## config.mk

```make
export PLATFORM = sky130hd
export DESIGN_NAME = voxel_line_traversal
export DESIGN_NICKNAME = d
export VERILOG_FILES = /design/src/vlt_pkg.sv /design/src/vlt_div.sv /design/src/vlt_front.sv /design/src/vlt_queue.sv /design/src/vlt_back.sv /design/src/voxel_line_traversal.sv
export SDC_FILE = /design/constraint.sdc
export NUM_CORES = 1
export LEC_CHECK = 0
export ABC_AREA = 1
export BUFFER_PORTS_ARGS = -buffer_cell sky130_fd_sc_hd__clkbuf_2
export CAP_MARGIN = 0
export CORE_MARGIN = 2
export CORE_UTILIZATION = 31
export DETAILED_ROUTE_END_ITERATION = 7
export HOLD_SLACK_MARGIN = 0.1
export SLEW_MARGIN = 20
export SYNTH_ARGS = -nofsm -noshare
export SYNTH_HDL_FRONTEND = slang
export SYNTH_HIERARCHICAL = 1
export SYNTH_SLANG_ARGS = --single-unit
```

## constraint.sdc

```tcl
create_clock -name clk -period 8.65 [get_ports clk]
set_clock_uncertainty 0.15 [all_clocks]
set_input_delay 1.2975 -clock clk [delete_from_list [all_inputs] [get_ports clk]]
set_output_delay 1.2975 -clock clk [all_outputs]
set_load 0.005 [all_outputs]
```

## src/vlt_pkg.sv

```systemverilog
`timescale 1ns / 1ps
// Shared types and constants of the voxel line traversal block.
// Used by every module of the block; depends on nothing.
package vlt_pkg;

	localparam int XY_W      = 9;   // input x/y coordinate width
	localparam int Z_W       = 6;   // input z coordinate width
	localparam int PXY_W     = 10;  // signed walk position x/y
	localparam int PZ_W      = 7;   // signed walk position z
	localparam int COST_W    = 20;  // per-axis initial cost
	localparam int ACC_W     = 22;  // accumulated cost
	localparam int CNT_W     = 6;   // voxel count within one line
	localparam int DIV_W     = 18;  // dividend / quotient width (dominant * 512)
	localparam int DIV_CNT_W = 5;

	localparam int MAX_STEPS = 50;
	localparam int WORLD_XY  = 512;
	localparam int WORLD_Z   = 64;

	localparam logic [COST_W-1:0] UNIT_COST     = COST_W'(512);
	localparam logic [COST_W-1:0] ZERO_LEN_COST = COST_W'(32'h3FFF_FFFF / 1024);

	// one classified line, handed from front to back
	typedef struct packed {
		logic [XY_W-1:0]   start_x;
		logic [XY_W-1:0]   start_y;
		logic [Z_W-1:0]    start_z;
		logic [XY_W-1:0]   end_x;
		logic [XY_W-1:0]   end_y;
		logic [Z_W-1:0]    end_z;
		logic              neg_x;
		logic              neg_y;
		logic              neg_z;
		logic [COST_W-1:0] cost_x;
		logic [COST_W-1:0] cost_y;
		logic [COST_W-1:0] cost_z;
	} job_t;

	typedef struct packed {
		logic full;
		logic empty;
	} q_status_t;

	typedef enum logic [1:0] {
		FR_IDLE,
		FR_DIV,
		FR_PUSH
	} front_state_t;

endpackage

```

## src/vlt_div.sv

```systemverilog
`timescale 1ns / 1ps
// Restoring divider, one quotient bit per cycle, for the axis step costs.
// Depends on vlt_pkg.
module vlt_div import vlt_pkg::*; (
	input  logic               clk,
	input  logic               arst_n,
	input  logic               start,
	input  logic [DIV_W-1:0]   dividend,
	input  logic [XY_W-1:0]    divisor,
	output logic [DIV_W-1:0]   quotient,
	output logic               done
);

	logic [XY_W-1:0]      rem_q;
	logic [DIV_W-1:0]     quo_q;
	logic [XY_W-1:0]      dvs_q;
	logic [DIV_CNT_W-1:0] cnt_q;
	logic                 busy_q;
	logic                 done_q;
	logic [XY_W:0]        trial;
	logic                 fit;
	logic [XY_W:0]        diff;

	assign trial = {rem_q, quo_q[DIV_W-1]};
	assign fit   = trial >= {1'b0, dvs_q};
	assign diff  = trial - {1'b0, dvs_q};

	always_ff @(posedge clk or negedge arst_n) begin
		if (!arst_n) begin
			busy_q <= 1'b0;
			done_q <= 1'b0;
			cnt_q  <= '0;
		end else if (start) begin
			busy_q <= 1'b1;
			done_q <= 1'b0;
			cnt_q  <= '0;
		end else if (busy_q) begin
			cnt_q <= cnt_q + DIV_CNT_W'(1);
			if (cnt_q == DIV_CNT_W'(DIV_W - 1)) begin
				busy_q <= 1'b0;
				done_q <= 1'b1;
			end
		end
	end

	// operands are latched at start; the ports may move on afterwards
	// remainder stays below the divisor, so it fits the divisor width
	always_ff @(posedge clk) begin
		if (start) begin
			rem_q <= '0;
			quo_q <= dividend;
			dvs_q <= divisor;
		end else if (busy_q) begin
			rem_q <= fit ? diff[XY_W-1:0] : trial[XY_W-1:0];
			quo_q <= {quo_q[DIV_W-2:0], fit};
		end
	end

	assign quotient = quo_q;
	assign done     = done_q;

endmodule

```

## src/vlt_front.sv

```systemverilog
`timescale 1ns / 1ps
// Front end: takes a line item, finds the dominant axis and signs, and runs the
// two cost divisions before handing a job to the queue. Depends on vlt_pkg, vlt_div.
module vlt_front import vlt_pkg::*; (
	input  logic            clk,
	input  logic            arst_n,
	input  logic            in_valid,
	output logic            in_ready,
	input  logic [XY_W-1:0] start_x,
	input  logic [XY_W-1:0] start_y,
	input  logic [Z_W-1:0]  start_z,
	input  logic [XY_W-1:0] end_x,
	input  logic [XY_W-1:0] end_y,
	input  logic [Z_W-1:0]  end_z,
	input  q_status_t       q_st,
	output logic            push,
	output job_t            job
);

	front_state_t state_q, state_d;
	logic         div_start;
	logic         done0, done1;
	logic [DIV_W-1:0] quo0, quo1;

	logic [XY_W:0] dx, dy;
	logic [Z_W:0]  dz;
	logic [XY_W-1:0] ax, ay, az;
	logic xdom, ydom, zdom;
	logic [XY_W-1:0] dom, len0, len1;

	logic [XY_W-1:0] sx_q, sy_q, ex_q, ey_q;
	logic [Z_W-1:0]  sz_q, ez_q;
	logic            nx_q, ny_q, nz_q;
	logic [XY_W-1:0] ax_q, ay_q, az_q;
	logic            xdom_q, ydom_q;
	logic [COST_W-1:0] q0c, q1c;

	// classification straight from the ports at accept
	assign dx   = {1'b0, end_x} - {1'b0, start_x};
	assign dy   = {1'b0, end_y} - {1'b0, start_y};
	assign dz   = {1'b0, end_z} - {1'b0, start_z};
	assign ax   = dx[XY_W] ? XY_W'(-dx) : dx[XY_W-1:0];
	assign ay   = dy[XY_W] ? XY_W'(-dy) : dy[XY_W-1:0];
	assign az   = XY_W'(dz[Z_W] ? Z_W'(-dz) : dz[Z_W-1:0]);
	assign xdom = (ax >= ay) && (ax >= az);
	assign ydom = !xdom && (ay >= az);
	assign zdom = !xdom && !ydom;
	assign dom  = xdom ? ax : (ydom ? ay : az);
	assign len0 = xdom ? ay : ax;
	assign len1 = zdom ? ay : az;

	vlt_div u_div0 (
		.clk      (clk),
		.arst_n   (arst_n),
		.start    (div_start),
		.dividend ({dom, XY_W'(0)}),
		.divisor  (len0),
		.quotient (quo0),
		.done     (done0)
	);

	vlt_div u_div1 (
		.clk      (clk),
		.arst_n   (arst_n),
		.start    (div_start),
		.dividend ({dom, XY_W'(0)}),
		.divisor  (len1),
		.quotient (quo1),
		.done     (done1)
	);

	always_ff @(posedge clk or negedge arst_n) begin
		if (!arst_n) begin
			state_q <= FR_IDLE;
		end else begin
			state_q <= state_d;
		end
	end

	always_comb begin
		state_d   = state_q;
		in_ready  = 1'b0;
		div_start = 1'b0;
		push      = 1'b0;
		unique case (state_q)
			FR_IDLE: begin
				in_ready = 1'b1;
				if (in_valid) begin
					div_start = 1'b1;
					state_d   = FR_DIV;
				end
			end
			FR_DIV: begin
				if (done0 && done1) begin
					state_d = FR_PUSH;
				end
			end
			FR_PUSH: begin
				if (!q_st.full) begin
					push    = 1'b1;
					state_d = FR_IDLE;
				end
			end
			default: begin
				state_d = FR_IDLE;
			end
		endcase
	end

	always_ff @(posedge clk) begin
		if (in_valid && in_ready) begin
			sx_q   <= start_x;
			sy_q   <= start_y;
			sz_q   <= start_z;
			ex_q   <= end_x;
			ey_q   <= end_y;
			ez_q   <= end_z;
			nx_q   <= dx[XY_W];
			ny_q   <= dy[XY_W];
			nz_q   <= dz[Z_W];
			ax_q   <= ax;
			ay_q   <= ay;
			az_q   <= az;
			xdom_q <= xdom;
			ydom_q <= ydom;
		end
	end

	assign q0c = COST_W'(quo0);
	assign q1c = COST_W'(quo1);

	always_comb begin
		job.start_x = sx_q;
		job.start_y = sy_q;
		job.start_z = sz_q;
		job.end_x   = ex_q;
		job.end_y   = ey_q;
		job.end_z   = ez_q;
		job.neg_x   = nx_q;
		job.neg_y   = ny_q;
		job.neg_z   = nz_q;
		// divider 0 serves the first non-dominant axis, divider 1 the second
		job.cost_x  = xdom_q ? UNIT_COST : ((ax_q == '0) ? ZERO_LEN_COST : q0c);
		job.cost_y  = ydom_q ? UNIT_COST :
			((ay_q == '0) ? ZERO_LEN_COST : (xdom_q ? q0c : q1c));
		job.cost_z  = (!xdom_q && !ydom_q) ? UNIT_COST :
			((az_q == '0) ? ZERO_LEN_COST : q1c);
	end

endmodule

```

## src/vlt_queue.sv

```systemverilog
`timescale 1ns / 1ps
// Two-entry job queue between front and back.
// Depends on vlt_pkg.
module vlt_queue import vlt_pkg::*; (
	input  logic      clk,
	input  logic      arst_n,
	input  logic      push,
	input  job_t      wr_job,
	input  logic      pop,
	output job_t      rd_job,
	output q_status_t q_st
);

	job_t       mem_q [2];
	logic       wr_ptr_q;
	logic       rd_ptr_q;
	logic [1:0] cnt_q;

	always_ff @(posedge clk or negedge arst_n) begin
		if (!arst_n) begin
			wr_ptr_q <= 1'b0;
			rd_ptr_q <= 1'b0;
			cnt_q    <= '0;
		end else begin
			if (push) begin
				wr_ptr_q <= !wr_ptr_q;
			end
			if (pop) begin
				rd_ptr_q <= !rd_ptr_q;
			end
			if (push && !pop) begin
				cnt_q <= cnt_q + 2'd1;
			end else if (pop && !push) begin
				cnt_q <= cnt_q - 2'd1;
			end
		end
	end

	always_ff @(posedge clk) begin
		if (push) begin
			mem_q[wr_ptr_q] <= wr_job;
		end
	end

	assign rd_job     = mem_q[rd_ptr_q];
	assign q_st.full  = cnt_q == 2'd2;
	assign q_st.empty = cnt_q == 2'd0;

endmodule

```

## src/vlt_back.sv

```systemverilog
`timescale 1ns / 1ps
// Back end: walks one job voxel by voxel, smallest accumulated cost first,
// and drives the output register. Depends on vlt_pkg.
module vlt_back import vlt_pkg::*; (
	input  logic                    clk,
	input  logic                    arst_n,
	input  job_t                    job,
	input  q_status_t               q_st,
	output logic                    pop,
	output logic                    out_valid,
	input  logic                    out_ready,
	output logic signed [PXY_W-1:0] voxel_x,
	output logic signed [PXY_W-1:0] voxel_y,
	output logic signed [PZ_W-1:0]  voxel_z,
	output logic                    last
);

	localparam logic [PXY_W:0] XY_LIM = (PXY_W + 1)'(WORLD_XY);
	localparam logic [PZ_W:0]  Z_LIM  = (PZ_W + 1)'(WORLD_Z);

	job_t             job_q;
	logic             act_q;
	logic [CNT_W-1:0] cnt_q;
	logic [PXY_W-1:0] px_q, py_q;
	logic [PZ_W-1:0]  pz_q;
	logic [ACC_W-1:0] tx_q, ty_q, tz_q;
	logic             out_valid_q;
	logic [PXY_W-1:0] vx_q, vy_q;
	logic [PZ_W-1:0]  vz_q;
	logic             last_q;

	logic             advance;
	logic             at_end, cap, zsel, xsel, hit, fin;
	logic [PXY_W:0]   nx, ny;
	logic [PZ_W:0]    nz;

	assign pop     = !act_q && !q_st.empty;
	assign advance = act_q && (!out_valid_q || out_ready);

	assign at_end = (px_q == {1'b0, job_q.end_x}) && (py_q == {1'b0, job_q.end_y})
		&& (pz_q == {1'b0, job_q.end_z});
	assign cap    = cnt_q == CNT_W'(MAX_STEPS - 1);

	// z wins ties against both, x needs to be strictly below y
	assign zsel = (tz_q <= tx_q) && (tz_q <= ty_q);
	assign xsel = !zsel && (tx_q < ty_q);

	assign nx = {px_q[PXY_W-1], px_q} + (job_q.neg_x ? '1 : (PXY_W + 1)'(1));
	assign ny = {py_q[PXY_W-1], py_q} + (job_q.neg_y ? '1 : (PXY_W + 1)'(1));
	assign nz = {pz_q[PZ_W-1], pz_q} + (job_q.neg_z ? '1 : (PZ_W + 1)'(1));

	always_comb begin
		if (zsel) begin
			hit = $signed(nz) >= $signed(Z_LIM);
		end else if (xsel) begin
			hit = $signed(nx) >= $signed(XY_LIM);
		end else begin
			hit = $signed(ny) >= $signed(XY_LIM);
		end
	end

	assign fin = cap || at_end || hit;

	always_ff @(posedge clk or negedge arst_n) begin
		if (!arst_n) begin
			act_q       <= 1'b0;
			out_valid_q <= 1'b0;
			cnt_q       <= '0;
		end else begin
			if (pop) begin
				act_q <= 1'b1;
				cnt_q <= '0;
			end else if (advance) begin
				cnt_q <= cnt_q + CNT_W'(1);
				if (fin) begin
					act_q <= 1'b0;
				end
			end
			if (advance) begin
				out_valid_q <= 1'b1;
			end else if (out_ready) begin
				out_valid_q <= 1'b0;
			end
		end
	end

	always_ff @(posedge clk) begin
		if (pop) begin
			job_q <= job;
			px_q  <= PXY_W'(job.start_x);
			py_q  <= PXY_W'(job.start_y);
			pz_q  <= PZ_W'(job.start_z);
			tx_q  <= ACC_W'(job.cost_x);
			ty_q  <= ACC_W'(job.cost_y);
			tz_q  <= ACC_W'(job.cost_z);
		end else if (advance && !fin) begin
			if (zsel) begin
				pz_q <= nz[PZ_W-1:0];
				tz_q <= tz_q + {1'b0, job_q.cost_z, 1'b0};
			end else if (xsel) begin
				px_q <= nx[PXY_W-1:0];
				tx_q <= tx_q + {1'b0, job_q.cost_x, 1'b0};
			end else begin
				py_q <= ny[PXY_W-1:0];
				ty_q <= ty_q + {1'b0, job_q.cost_y, 1'b0};
			end
		end
		if (advance) begin
			vx_q   <= px_q;
			vy_q   <= py_q;
			vz_q   <= pz_q;
			last_q <= fin;
		end
	end

	assign out_valid = out_valid_q;
	assign voxel_x   = vx_q;
	assign voxel_y   = vy_q;
	assign voxel_z   = vz_q;
	assign last      = last_q;

endmodule

```

## src/voxel_line_traversal.sv

```systemverilog
`timescale 1ns / 1ps
// Voxel line traversal: integer 3D DDA walk from a start voxel toward an end voxel.
// Top level; depends on vlt_pkg, vlt_front, vlt_queue, vlt_back.
//
// Usage:
// - Input channel (in_valid/in_ready) takes one line item: start and end voxel.
// - Output channel (out_valid/out_ready) returns the voxels of that line in walk
//   order, starting with the start voxel; last is set on the final one. A line
//   gives 1 to 50 voxels.
// - The front runs its two bit-serial cost dividers, then hands the job to a
//   two-entry queue; the back walks one voxel per cycle while out_ready is
//   high. The front takes no new item until its job is in the queue, and its
//   dividers run while the back walks the previous line.
// - The output is a register: voxels keep coming while out_ready is high. When
//   out_ready is low, the voxel holds and the walk pauses; the queue fills and
//   then in_ready drops.
// - Reset (arst_n low) drops any line in flight and empties the queue; the
//   block is ready to accept an item as soon as reset is released.
module voxel_line_traversal import vlt_pkg::*; (
	input  logic                    clk,
	input  logic                    arst_n,
	input  logic                    in_valid,
	output logic                    in_ready,
	input  logic [XY_W-1:0]         start_x,
	input  logic [XY_W-1:0]         start_y,
	input  logic [Z_W-1:0]          start_z,
	input  logic [XY_W-1:0]         end_x,
	input  logic [XY_W-1:0]         end_y,
	input  logic [Z_W-1:0]          end_z,
	output logic                    out_valid,
	input  logic                    out_ready,
	output logic signed [PXY_W-1:0] voxel_x,
	output logic signed [PXY_W-1:0] voxel_y,
	output logic signed [PZ_W-1:0]  voxel_z,
	output logic                    last
);

	q_status_t q_st;
	logic      push;
	logic      pop;
	job_t      wr_job;
	job_t      rd_job;

	vlt_front u_front (
		.clk      (clk),
		.arst_n   (arst_n),
		.in_valid (in_valid),
		.in_ready (in_ready),
		.start_x  (start_x),
		.start_y  (start_y),
		.start_z  (start_z),
		.end_x    (end_x),
		.end_y    (end_y),
		.end_z    (end_z),
		.q_st     (q_st),
		.push     (push),
		.job      (wr_job)
	);

	vlt_queue u_queue (
		.clk    (clk),
		.arst_n (arst_n),
		.push   (push),
		.wr_job (wr_job),
		.pop    (pop),
		.rd_job (rd_job),
		.q_st   (q_st)
	);

	vlt_back u_back (
		.clk       (clk),
		.arst_n    (arst_n),
		.job       (rd_job),
		.q_st      (q_st),
		.pop       (pop),
		.out_valid (out_valid),
		.out_ready (out_ready),
		.voxel_x   (voxel_x),
		.voxel_y   (voxel_y),
		.voxel_z   (voxel_z),
		.last      (last)
	);

endmodule

```

==> impl_metrics.csv <==
group,metric,value,unit
placed_design,portBuffers,81,
cts,clk_path_buf_depth,3,
cts,clock-sinks,607,
placed_design,post-place-ws,2590,ps
power,vdd_drop_max,0.000177,V
sta,worst-slew-pin-transition,1110,ps
final_layout,final-seq-area,17800,um^2
grt,grt_pass1_wl,122,mm
floorplan,ios,82,
floorplan,die_area,108000,um^2
power,power_switching,6.42,mW
synthesis,yosysSeqAreaShare,54.8,%
floorplan,die_h,328,um
grt,grt_pass1_vias,21600,
final_layout,design_area,36600,um^2
routing,routed_wl,78.2,mm
synthesis,synth_top_area_share,50.9,%
synthesis,postSynthCellCount,3187,
final_layout,syn_to_final_growth,12.5,%
power,seqPwrFrac,35.7,%
run,cap_violations,0,
routing,first_pass_iters,5,
routing,vias,22300,
cts,clk_latency,600,ps
final_layout,nNetsFinal,3590,
power,power_frac_clock,18.5,%
sta,slew_headroom,25.8,%
min_path,hp-class,"register to register",
synthesis,synth_area_leaders,"edfxtp_1, nand2_1, ha_1",
worst_setup_path,slowest_stage,"xor2_1",
power,leakagePower,15.5,nW
worst_setup_path,arrival,5750,ps
sta,setup_violations,0,
power,internal_power,8.86,mW
sta,setup_tns,0,ps
worst_setup_path,reg2reg_slack,4980,ps
cts,numCtsBuffers,69,
floorplan,die_w,328,um
synthesis,synth_area,32500,um^2
cts,cts_setup_buffers,0,
synthesis,ys_ff_latch,607,
sta,fmax,180,MHz
worst_setup_path,cp_data_required_time,8850,ps
synthesis,yosys_warnings,6,
synthesis,avgSynthCellArea,10.2,um^2
power,pwr-share-comb,45.9,%
power,p_per_area,417,nW/um^2
routing,viasPerCell,4.70,
sta,fin_ws,3110,ps
routing,wl_per_cell,16.5,um
final_layout,drive_above_1_share,13.0,%
routing,antenna_left,0,
worst_setup_path,critPathMostFrequentCell,"nand2_1",
cts,cts_tree,"done",
worst_setup_path,critPathMaxFanout,41,
grt,antenna_found_initial,5,
synthesis,async_flop_share,4.61,%
power,sw_frac_of_total,42.0,%
sta,slew_viol_final,0,
worst_setup_path,cp_top_family,"simple AND/OR/NAND/NOR gates",
placed_design,place_area,34400,um^2
synthesis,netlist_top_cells_count,"nand2_1, edfxtp_1, inv_1",
synthesis,synth_most_common_cell,"nand2_1",
grt,gr-total-overflow,0,
sta,fin_crit_sh,64.1,%
cts,cts_root_buffer,"clkbuf_16",
sta,rsz0062_at_grt,"no",
cts,clk_pin_slew_worst_paths,60,ps
cts,hold_buffers,0,
worst_setup_path,criticalPathCategory,"input pin to register",
floorplan,core_area,104000,um^2
placed_design,dp_hpwl,56.7,mm
routing,drcViolationCount,0,
synthesis,ys.flop_type,"edfxtp_1",
worst_setup_path,critPathMaxStageDelay,450,ps
final_layout,multi_input_area,12900,um^2
cts,cts-resized-gates,0,
cts,htree_levels,3,
worst_setup_path,worstSetupEndpointType,"register",
synthesis,yosys.area.top_type,"edfxtp_1",
grt,grt_max_degree,80,
sta,hold_viol_final,0,
floorplan,initial_core_util,31.3,%
placed_design,routabilityCongestion,0.886,
final_layout,fillers,10300,
run_status,status,"completed",
worst_setup_path,setup.worst_path.start_class,"input pin",
synthesis,synth.distinct_cells,56,
synthesis,synth_edf_count,552,
power,finalPower,15.3,mW
floorplan,rows,118,
grt,track_usage,14.5,%
worst_setup_path,path_buf_inv,4,
routing,drt_iter0_drc,1600,
sta,min_period,5540,ps
==> worst reg2reg max path, delay by kind of cell (launching register included) <==
| family | cells | cell delay, ps |
|---|---|---|
| buffers and inverters | 2 | 250 |
| and+or+nand+nor | 8 | 1600 |
| DFF | 1 | 550 |
| adders and majority gates | 1 | 430 |
| xor gates and xnor gates | 1 | 290 |
==> power by group through the flow <==
stage | clock network (mW) | registers [mW] | logic [mW]
after global routing | 3.01 | 5.56 | 7.99
after detailed placement | 0 | 5.51 | 6.98
after global placement | 0 | 5.49 | 6.87
after CTS | 2.90 | 5.45 | 7.02
after floorplan | 0 | 5.23 | 5.36
final | 2.82 | 5.45 | 7.01
==> sequential cells by signal, indices dropped and copies added, names as in the netlist, 18 cells and up <==
name	flops
u_queue/mem_q	222
u_back/job_q	87
u_back/tx_q	22
u_back/ty_q	22
u_back/tz_q	22
u_front/u_div0/quotient	18
u_front/u_div1/quotient	18
==> cells by family (layout without fill, tap and decap cells) <==
kind of cell | count (synthesis) | in the layout | share of synthesized area, %
buffers and inverters | 451 | 604 | 5.87
flip-flops | 607 | 607 | 54.8
adder cells (fa/ha/maj) | 231 | 231 | 9.14
multiplexers | 113 | 113 | 3.91
AO/OA/AOI/OAI | 399 | 399 | 6.79
XOR/XNOR | 76 | 76 | 2.07
other | 1 | 24 | 0.0115
AND/OR/NAND/NOR | 1309 | 1309 | 17.5
==> layer usage <==
| layer | GRT usage, % | wire, um | up-vias |
|---|---|---|---|
| met2 | 22.8 | 34900 | 454 |
| met5 | 0 | 0 | - |
| met4 | 3.87 | 1670 | 0 |
| li1 | - | - | 11100 |
| met1 | 20.9 | 38200 | 10600 |
| met3 | 2.07 | 3390 | 99 |
==> cell type report <==
class | count | area share (%)
Timing Repair Buffer | 97 | 1.44
Clock inverter | 39 | 0.933
Antenna cell | 3 | 0.0205
Inverter | 383 | 3.95
Clock buffer | 85 | 5.00
Sequential cell | 607 | 48.7
Multi-Input combinational cell | 2149 | 35.3
Tap cell | 1380 | 4.72
==> layout by cell type (no fill, tap or decap), drive strengths merged, types with 7 or more instances in the layout <==
cell type | netlist | routed
clkbuf | 30 | 166
ha | 220 | 220
nor2 | 180 | 180
or2 | 31 | 31
nand4 | 34 | 34
buf | 38 | 16
dfrtp | 28 | 28
nor3 | 26 | 26
inv | 377 | 380
xnor2 | 35 | 35
a21oi | 159 | 159
nor4 | 7 | 7
conb | 1 | 21
nand3b | 7 | 7
o21ai | 171 | 171
a31oi | 27 | 27
xor2 | 41 | 41
dfxtp | 27 | 27
nand3 | 199 | 199
nand2 | 817 | 817
edfxtp | 552 | 552
fa | 11 | 11
mux2 | 113 | 113
a21o | 12 | 12
clkinv | 6 | 34
==> stage by stage <==
stage	utilization, %	hold slack [ps]	instances
finish	35.3	294	4743
global route	35.3	302	4742
global placement	33.2	275	4616
detailed placement	33.2	281	4616
floorplan	-	271	3207
CTS	35.3	295	4740
==> path summary, 6_finish.rpt <==
check / cells after the start / start / end
setup / recovery: 25 / end_z[0] / u_front/u_div1/dvs_q[3]$_DFFE_PP_
hold / removal: 0 / u_front/ex_q[8]$_DFFE_PP_ / u_queue/mem_q[1][86]$_DFFE_PP_
setup reg to reg: 12 / u_back/job_q[60]$_DFFE_PP_ / u_back/ty_q[5]$_DFFE_PP_
hold reg to reg: 0 / u_front/ex_q[8]$_DFFE_PP_ / u_queue/mem_q[1][86]$_DFFE_PP_
max in group asynchronous: 2 / arst_n / u_queue/rd_ptr_q$_DFFE_PN0P_
min in group asynchronous: 2 / arst_n / u_front/state_q[0]$_DFFE_PN0P_
Power figures use the tool's default switching activity.
